[src/hdl/forward_kinematics_dh6_defines.svh]
// Assertion macros for the forward_kinematics_dh6 block.
// Needs a clock named clock and a reset named reset in the including module.
`ifndef FORWARD_KINEMATICS_DH6_DEFINES_SVH
`define FORWARD_KINEMATICS_DH6_DEFINES_SVH

// same-cycle implication
`define FKD_ASSERT_NOW(label, ante, cons) \
   label: assert property (@(posedge clock) disable iff (reset) (ante) |-> (cons)) \
      else $error("fkd check failed");

// next-cycle implication
`define FKD_ASSERT_NEXT(label, ante, cons) \
   label: assert property (@(posedge clock) disable iff (reset) (ante) |=> (cons)) \
      else $error("fkd check failed");

`endif

[src/hdl/fkd_pkg.sv]
// Shared constants, types and rounding helpers for forward_kinematics_dh6.
// No dependencies.
`default_nettype none
package fkd_pkg;
   localparam int ANGLE_WIDTH    = 17;
   localparam int POSITION_WIDTH = 15;
   localparam int TOOL_WIDTH     = 12;
   localparam int NUM_JOINTS     = 6;
   localparam int NUM_LANES      = 5;
   localparam int CORDIC_STEPS   = 16;
   localparam int RED_WIDTH      = ANGLE_WIDTH + 1;
   localparam int Z_WIDTH        = 24;
   localparam int TRIG_WIDTH     = 19;
   localparam int PROD_WIDTH     = 56;
   localparam int Q_WIDTH        = 34;
   localparam int REQ_WIDTH      = ((NUM_JOINTS * ANGLE_WIDTH + 7) / 8) * 8;
   localparam int RSP_WIDTH      = ((6 * POSITION_WIDTH + 7) / 8) * 8;

   localparam logic signed [RED_WIDTH-1:0] FULL_TURN     = RED_WIDTH'(46080);
   localparam logic signed [RED_WIDTH-1:0] HALF_TURN     = RED_WIDTH'(23040);
   localparam logic signed [RED_WIDTH-1:0] QUARTER_TURN  = RED_WIDTH'(11520);
   localparam logic signed [RED_WIDTH-1:0] JOINT2_OFFSET = -RED_WIDTH'(11520);
   localparam logic signed [TRIG_WIDTH-1:0] CORDIC_START = TRIG_WIDTH'(39797);

   localparam logic signed [PROD_WIDTH-1:0] LEN_D1 = PROD_WIDTH'(2224);
   localparam logic signed [PROD_WIDTH-1:0] LEN_A3 = PROD_WIDTH'(2208);
   localparam logic signed [PROD_WIDTH-1:0] LEN_A4 = PROD_WIDTH'(1408);
   localparam logic signed [PROD_WIDTH-1:0] LEN_D4 = PROD_WIDTH'(2016);
   localparam logic signed [PROD_WIDTH-1:0] HALF_LSB = PROD_WIDTH'(32768);

   typedef struct packed {
      logic signed [TRIG_WIDTH-1:0] c;
      logic signed [TRIG_WIDTH-1:0] s;
   } sincos_type;

   typedef struct packed {
      logic signed [POSITION_WIDTH-1:0] tip_z;
      logic signed [POSITION_WIDTH-1:0] tip_y;
      logic signed [POSITION_WIDTH-1:0] tip_x;
      logic signed [POSITION_WIDTH-1:0] wrist_z;
      logic signed [POSITION_WIDTH-1:0] wrist_y;
      logic signed [POSITION_WIDTH-1:0] wrist_x;
   } result_type;

   // arctangent of 2^-i in 1/32768 degree
   function automatic logic signed [Z_WIDTH-1:0] atan_entry(input int i);
      case (i)
         0:       return Z_WIDTH'(1474560);
         1:       return Z_WIDTH'(870484);
         2:       return Z_WIDTH'(459940);
         3:       return Z_WIDTH'(233473);
         4:       return Z_WIDTH'(117189);
         5:       return Z_WIDTH'(58652);
         6:       return Z_WIDTH'(29333);
         7:       return Z_WIDTH'(14667);
         8:       return Z_WIDTH'(7334);
         9:       return Z_WIDTH'(3667);
         10:      return Z_WIDTH'(1833);
         11:      return Z_WIDTH'(917);
         12:      return Z_WIDTH'(458);
         13:      return Z_WIDTH'(229);
         14:      return Z_WIDTH'(115);
         default: return Z_WIDTH'(57);
      endcase
   endfunction

   // Q16 product back to Q16, round half up
   function automatic logic signed [PROD_WIDTH-1:0] rnd16(input logic signed [PROD_WIDTH-1:0] p);
      return (p + HALF_LSB) >>> 16;
   endfunction

   // round to whole 1/16 mm and clamp to the output range
   function automatic logic signed [POSITION_WIDTH-1:0] finish(
      input logic signed [PROD_WIDTH-1:0] q);
      logic signed [PROD_WIDTH-1:0] v;
      logic signed [PROD_WIDTH-1:0] hi;
      logic signed [PROD_WIDTH-1:0] lo;
      v  = rnd16(q);
      hi = (PROD_WIDTH'(1) <<< (POSITION_WIDTH - 1)) - PROD_WIDTH'(1);
      lo = -(PROD_WIDTH'(1) <<< (POSITION_WIDTH - 1));
      if (v > hi) v = hi;
      if (v < lo) v = lo;
      return v[POSITION_WIDTH-1:0];
   endfunction
endpackage
`default_nettype wire

[src/hdl/fkd_cordic_lane.sv]
// One sine/cosine lane: range reduction stage plus a 16-stage CORDIC pipe.
// Depends on fkd_pkg.
`default_nettype none
module fkd_cordic_lane (
   input  wire logic                                 clock,
   input  wire logic                                 en,
   input  wire logic signed [fkd_pkg::RED_WIDTH-1:0] angle,
   output fkd_pkg::sincos_type                       result
);
   import fkd_pkg::*;

   logic signed [TRIG_WIDTH-1:0] x_ff [0:CORDIC_STEPS];
   logic signed [TRIG_WIDTH-1:0] y_ff [0:CORDIC_STEPS];
   logic signed [Z_WIDTH-1:0]    z_ff [0:CORDIC_STEPS];
   logic                         flip_ff [0:CORDIC_STEPS];
   logic signed [RED_WIDTH-1:0]  red_in;
   logic                         flip_in;

   // fold into +-90 deg; flip marks a half-turn shift
   always_comb begin
      red_in = angle;
      if (red_in < 0) red_in = red_in + FULL_TURN;
      if (red_in < 0) red_in = red_in + FULL_TURN;
      if (red_in >= FULL_TURN) red_in = red_in - FULL_TURN;
      if (red_in >= HALF_TURN) red_in = red_in - FULL_TURN;
      flip_in = 1'b0;
      if (red_in > QUARTER_TURN) begin
         red_in  = red_in - HALF_TURN;
         flip_in = 1'b1;
      end else if (red_in < -QUARTER_TURN) begin
         red_in  = red_in + HALF_TURN;
         flip_in = 1'b1;
      end
   end

   always_ff @(posedge clock) begin
      if (en) begin
         x_ff[0]    <= CORDIC_START;
         y_ff[0]    <= '0;
         z_ff[0]    <= Z_WIDTH'(red_in) <<< 8;
         flip_ff[0] <= flip_in;
         for (int i = 0; i < CORDIC_STEPS; i++) begin
            flip_ff[i+1] <= flip_ff[i];
            if (!z_ff[i][Z_WIDTH-1]) begin
               x_ff[i+1] <= x_ff[i] - (y_ff[i] >>> i);
               y_ff[i+1] <= y_ff[i] + (x_ff[i] >>> i);
               z_ff[i+1] <= z_ff[i] - atan_entry(i);
            end else begin
               x_ff[i+1] <= x_ff[i] + (y_ff[i] >>> i);
               y_ff[i+1] <= y_ff[i] - (x_ff[i] >>> i);
               z_ff[i+1] <= z_ff[i] + atan_entry(i);
            end
         end
      end
   end

   assign result.c = flip_ff[CORDIC_STEPS] ? -x_ff[CORDIC_STEPS] : x_ff[CORDIC_STEPS];
   assign result.s = flip_ff[CORDIC_STEPS] ? -y_ff[CORDIC_STEPS] : y_ff[CORDIC_STEPS];
endmodule
`default_nettype wire

[config.mk]
export PLATFORM = sky130hd
export DESIGN_NAME = fkd_cordic_lane
export DESIGN_NICKNAME = d
export VERILOG_FILES = /design/src/hdl/forward_kinematics_dh6_defines.svh /design/src/hdl/fkd_pkg.sv /design/src/hdl/fkd_cordic_lane.sv
export SDC_FILE = /design/constraint.sdc
export NUM_CORES = 2
export LEC_CHECK = 0
export ABC_AREA = 1
export BUFFER_PORTS_ARGS = -buffer_cell sky130_fd_sc_hd__buf_2
export CELL_PAD_IN_SITES_DETAIL_PLACEMENT = 1
export CELL_PAD_IN_SITES_GLOBAL_PLACEMENT = 2
export CORE_ASPECT_RATIO = 0.9
export CORE_MARGIN = 1.5
export CORE_UTILIZATION = 47
export CTS_BUF_LIST = sky130_fd_sc_hd__clkbuf_8
export CTS_CLUSTER_DIAMETER = 150
export CTS_CLUSTER_SIZE = 8
export DETAILED_ROUTE_END_ITERATION = 10
export MAX_ROUTING_LAYER = met4
export PLACE_DENSITY = 0.89
export SYNTH_ARGS = -nofsm -noshare
export SYNTH_HDL_FRONTEND = slang
export SYNTH_SLANG_ARGS = --single-unit
[constraint.sdc]
create_clock -name clock -period 7.12 [get_ports clock]
set_clock_uncertainty 0.05 [all_clocks]
set_input_delay 0.712 -clock clock [delete_from_list [all_inputs] [get_ports clock]]
set_output_delay 0.712 -clock clock [all_outputs]
set_load 0.01 [all_outputs]
Yosys cells after proc, flatten, opt, wreduce, memory -nomap -nowiden
Memory sizes are Yosys's and may differ from the RTL's.
Cells that the tools add are included.
{"block": "word_totals", "reg_bits": 0, "latchBits": 0, "mem_bits_rw": 1071, "rom_bits": 0, "input_bits": 20, "output_inout_bits": 38, "wordCells": 381, "memories": 4}
{"memory": "z_ff", "depth": 17, "width": 24, "rd": 16, "rd_clocked_by_memory_dff": 0, "wr": 17, "line_no": "fkd_cordic_lane.sv:14", "source": "logic signed [Z_WIDTH-1:0] z_ff [0:CORDIC_STEPS];"}
{"memory": "x_ff", "depth": 17, "width": 19, "rd": 17, "rd_clocked_by_memory_dff": 0, "wr": 17, "line_no": "fkd_cordic_lane.sv:12", "source": "logic signed [TRIG_WIDTH-1:0] x_ff [0:CORDIC_STEPS];"}
{"memory": "y_ff", "depth": 17, "width": 19, "rd": 17, "rd_clocked_by_memory_dff": 0, "wr": 17, "line_no": "fkd_cordic_lane.sv:13", "source": "logic signed [TRIG_WIDTH-1:0] y_ff [0:CORDIC_STEPS];"}
{"memory": "flip_ff", "depth": 17, "width": 1, "rd": 17, "rd_clocked_by_memory_dff": 0, "wr": 17, "line_no": "fkd_cordic_lane.sv:15", "source": "logic flip_ff [0:CORDIC_STEPS];"}
{"block": "op_classes", "addsub": 103, "n_mul": 0, "n_div": 0, "n_lt_le_gt_ge": 6, "eq_ne": 0, "shifts": 0, "n_mux": 220, "bitwise": 48, "n_reduce_logical": 0}
{"operator": "$mux 24", "n": 80}
{"operator": "$mux 19", "n": 34}
{"operator": "$add 24x24->24", "n": 16}
{"operator": "$sub 24x24->24", "n": 16}
{"operator": "$mux 1", "n": 100}
{"operator": "$mux 18", "n": 4}
{"operator": "$or 1x1->1", "n": 48}
{"operator": "$add 19x10->19", "n": 2}
{"operator": "$add 19x11->19", "n": 2}
{"operator": "$add 19x12->19", "n": 2}
{"operator": "$add 19x13->19", "n": 2}
{"operator": "$add 19x14->19", "n": 2}
{"operator": "$add 19x15->19", "n": 2}
{"operator": "$add 19x16->19", "n": 2}
{"operator": "$add 19x17->19", "n": 2}
{"operator": "$add 19x18->19", "n": 2}
{"operator": "$add 19x4->19", "n": 2}
{"operator": "$add 19x5->19", "n": 2}
{"operator": "$add 19x6->19", "n": 2}
{"operator": "$add 19x7->19", "n": 2}
{"operator": "$add 19x8->19", "n": 2}
{"operator": "$add 19x9->19", "n": 2}
{"operator": "$neg 19->19", "n": 2}
{"operator": "$sub 19x10->19", "n": 2}
{"operator": "26 further kinds", "n": 45}

Logic depth before layout (Yosys ltp)
{"block": "depth", "depth_word": 11, "mapped_depth": 38}

Worst setup path before layout
No wires, ideal clock.
{"block": "synth_path", "kind": "input -> register", "start": "input port en", "end": "memory z_ff[11][22] (data pin)", "setup_time_ns": 0.265, "arrival_ns": 4.386, "required_time_ns": 6.805, "path_slack_ns": 2.419, "cell_stages": 20, "path_buffers": 3, "path_cell_list": "clkbuf_1 -> clkbuf_1 -> nand2_1 -> clkbuf_1 -> ha_1 -> nand2_1 -> o21ai_0 -> a21oi_1 -> o21bai_1 -> nand2_1 -> nand2_1 -> a21oi_1 -> o21ai_0 -> a21oi_1 -> o21bai_1 -> a31oi_1 -> o21ai_0 -> a21oi_1 -> o21ai_0 -> xor2_1"}
{"element": "start, declared", "line_no": "fkd_cordic_lane.sv:6", "source": "input wire logic en,"}
{"element": "end, declared", "line_no": "fkd_cordic_lane.sv:14"}

==> key figures <==
Status
  • Status: finished clean

Synth
  • Post-synthesis compound-gate area fraction: 11.08%
  • Synth Flop Type: edfxtp_1
  • Post-Synth Adder-Cell Area: 17.66%
  • Xor-xnor portion of the synthesized cell area: 13.41%
  • Library cells used by synthesis: 58
  • Synth Instances: 7168
  • Simple-gate area share of the yosys netlist: 12.99%
  • Seq/Total Area, Yosys: 40.16%
  • Post-synthesis average cell area: 9.450 um^2
  • Synth async-reset ratio: 0%
  • Number of synthesized flops with an enable pin: 906
  • Number of synthesized register bits: 906
  • Warnings, synthesis: 0
  • Mux contribution to synthesized area: 0%
  • Main combinational cell family by area after synthesis: adder cells
  • Mapped Area: 67740 um^2

STA
  • Final hold viol count: 0
  • Slew headroom: 24.53%
  • Max Freq: 211.1 MHz
  • Setup TNS: 0 ps
  • RSZ-0062 raised after global routing: no
  • Final period util: 66.54%
  • Final Slew Violations: 0
  • Setup violations, final: 0
  • Final min period: 4738 ps
  • Slew @ Worst Pin: 1132 ps

CTS
  • Clk sinks: 906
  • CTS H-Tree Depth: 4
  • CTS root buf: clkbuf_8
  • Clock latency at the later pin of the worst-skew pair: 880 ps
  • CTS tree: built
  • Bufs on Longest Clock Path: 3
  • Clk slew on worst S/H paths: 70 ps
  • TritonCTS Buffers: 131

Detailed routing
  • Via count: 49660
  • DRC Markers: 0
  • Drt wl/cell: 17.59 um
  • Drt pass-1 iters: 7
  • DRT iter0 DRCs: 2384
  • Routed WL: 162100 um
  • Vias per inst: 5.389
  • Antenna Nets Post-Route: 0

Setup path
  • Slowest library cell on the worst path: nand2_1
  • Critical path class: input pin to register
  • Critical Path RT: 7700 ps
  • CP max stage delay: 490 ps
  • Max Fanout on Critical Path: 98
  • Reg2Reg Depth: 22
  • CP Cell Sequence: buf_8 -> nand2_1 -> inv_1 -> nand2_1 -> o21ai_0 -> inv_1 -> ha_1 -> inv_1 -> nor3_1 -> nand2_1 -> o211ai_1 -> a21oi_1 -> o21bai_1 -> a21oi_1 -> o21bai_1 -> a21oi_1 -> o21ai_0 -> nand2_1 -> nand2_1 -> a21oi_1 -> o21ai_0 -> a21oi_1 -> xor2_1
  • Worst path depth: 23
  • Crit path buffers/inverters: 4
  • R2r setup slk: 2430 ps
  • CP Launch Type: input pin
  • Worst r2r dst: x_ff[14][18]
  • Crit end category: register
  • Top delay family on crit path: compound AO/OA/AOI/OAI gates
  • Crit Reg-Reg Startpoint: z_ff[13][23]
  • Crit path DAT: 5310 ps

Finish
  • Share of layout cells above drive strength 1: 4.260%
  • Post-route insts no fill: 9215
  • Multi-input gate area: 37360 um^2
  • Register area: 27210 um^2
  • Fill cell count: 16300
  • Area Overhead vs Synth: 6.918%
  • Total Nets Final: 8284

Floorplanning
  • Die height: 363.2 um
  • Die Wd: 403.2 um
  • Core area: 142400 um^2
  • Initial cell density of the core: 47.56%
  • Num ports: 58
  • Die outline area: 146400 um^2
  • Num rows: 131

Global routing
  • GRT Total Usage: 22.87%
  • Largest net degree at the start of global routing: 178
  • Final global-route overflow total: 0
  • Initial antenna violation count: 2
  • First-pass GRT wire length: 266400 um
  • Vias in the first global route: 52270

Hold path
  • Worst hold endpoint: z_ff[0][16]
  • Worst Hold Launch: angle[8]
  • Worst Hold Class: input pin to register
  • Worst hold path depth: 1

Job
  • Max-cap violations: 0

Placed design
  • Port Buf Inserts: 57
  • HPWL after DPL: 128300 um
  • Gp weighted congestion: 0.8489
  • Dpl cells: 9055
[worst max-delay path by stage]
stage	from	to	slack, ps
after global placement	en	x_ff[16][18]	1600
after floorplan	en	z_ff[11][22]	2420
after CTS	z_ff[13][23]	x_ff[14][18]	2350
after global routing	z_ff[13][23]	x_ff[14][18]	1800
after detailed placement	en	x_ff[16][18]	1440
final	en	x_ff[16][18]	2380
[worst reg2reg max path: cells and delay by family (launching register included)]
family,cells,cell delay (ps)
xor+xnor,2,270
flops,1,390
compound gates,10,1430
fa+ha+maj,1,380
simple gates,6,850
buf+inv,3,1080
[cells in the mapped netlist (43+ instances only)]
| cell type | instances | area (um^2) |
|---|---|---|
| nand2_1 | 1065 | 3998 |
| edfxtp_1 | 906 | 27210 |
| ha_1 | 887 | 11100 |
| xor2_1 | 823 | 7208 |
| a21oi_1 | 811 | 4059 |
| inv_1 | 755 | 2834 |
| nor2_1 | 451 | 1693 |
| nand3_1 | 352 | 1762 |
| o21ai_0 | 298 | 1491 |
| xnor2_1 | 212 | 1857 |
| nor3_1 | 92 | 460.4 |
| o21bai_1 | 71 | 533.0 |
| clkbuf_1 | 61 | 229.0 |
| fa_1 | 43 | 860.8 |
[state kept, by name (all words and copies together), names as in the netlist]
register / flops
y_ff: 284
flip_ff: 17
z_ff: 324
x_ff: 281
[per-layer routing]
layer	vias up	share of wire [%]	GRT usage (%)
li1	25110	-	-
met3	202	2.6	2.749
met4	0	1.7	5.009
met2	484	50	39.92
met1	23860	46	28.33
met5	-	0	-
[through the flow]
step	cell area (um^2)	utilization, %	hold slack (ps)	setup slack (ps)
after floorplan	67740	-	350.3	2419
after global placement	70370	49.40	352.2	1601
after detailed placement	70370	49.40	357.1	1444
after CTS	72410	50.84	15.16	2350
after global routing	72410	50.84	42.28	1796
final	72420	50.85	96.08	2382
[area by class of cell]
type | count | area share (%)
inverter | 778 | 4.032
sequential | 906 | 37.57
clock inverter | 11 | 0.1244
clock buffer | 136 | 2.585
antenna | 5 | 0.01728
tap | 1862 | 3.217
timing repair buffer | 96 | 0.8742
multi-input combinational | 5421 | 51.58
[cell usage in the layout (no fill, tap or decap), types with 6 or more instances in the layout]
cell type / n
o221ai_1: 8
nand4_1: 41
ha_1: 887
nor2_1: 451
dlygate4sd3_1: 8
o21bai_1: 71
a21oi_1: 811
nand2_1: 1065
edfxtp_1: 906
o21ai_0: 298
inv_2: 14
a211oi_1: 24
a21o_1: 32
nand2_2: 27
o211ai_1: 20
buf_4: 29
a31oi_1: 42
clkbuf_8: 136
nor3_1: 92
xnor2_1: 212
nor4_1: 15
fa_1: 43
inv_1: 755
clkinv_1: 9
or2_2: 9
buf_2: 56
xor2_1: 823
nand2_4: 9
o41ai_1: 6
o31ai_1: 24
nand3_1: 352
[logic make-up after synthesis]
logic type / Yosys count
AOI/OAI and AO/OA: 1370
xor gates and xnor gates: 1036
adders and majority gates: 930
buffers and inverters: 843
DFF: 906
other: 2
and+or+nand+nor: 2081
[repair_timing]
item,4_1_cts,5_1_grt
hold buffers,8,0
gates resized for setup,0,0
endpoints found under the setup margin,0,0
setup buffers,0,0
hold endpoints to repair,8,0
Power is left out: the tool's default activity adds up to more than one toggle a clock period on the data nets, which glitch-free logic cannot reach.
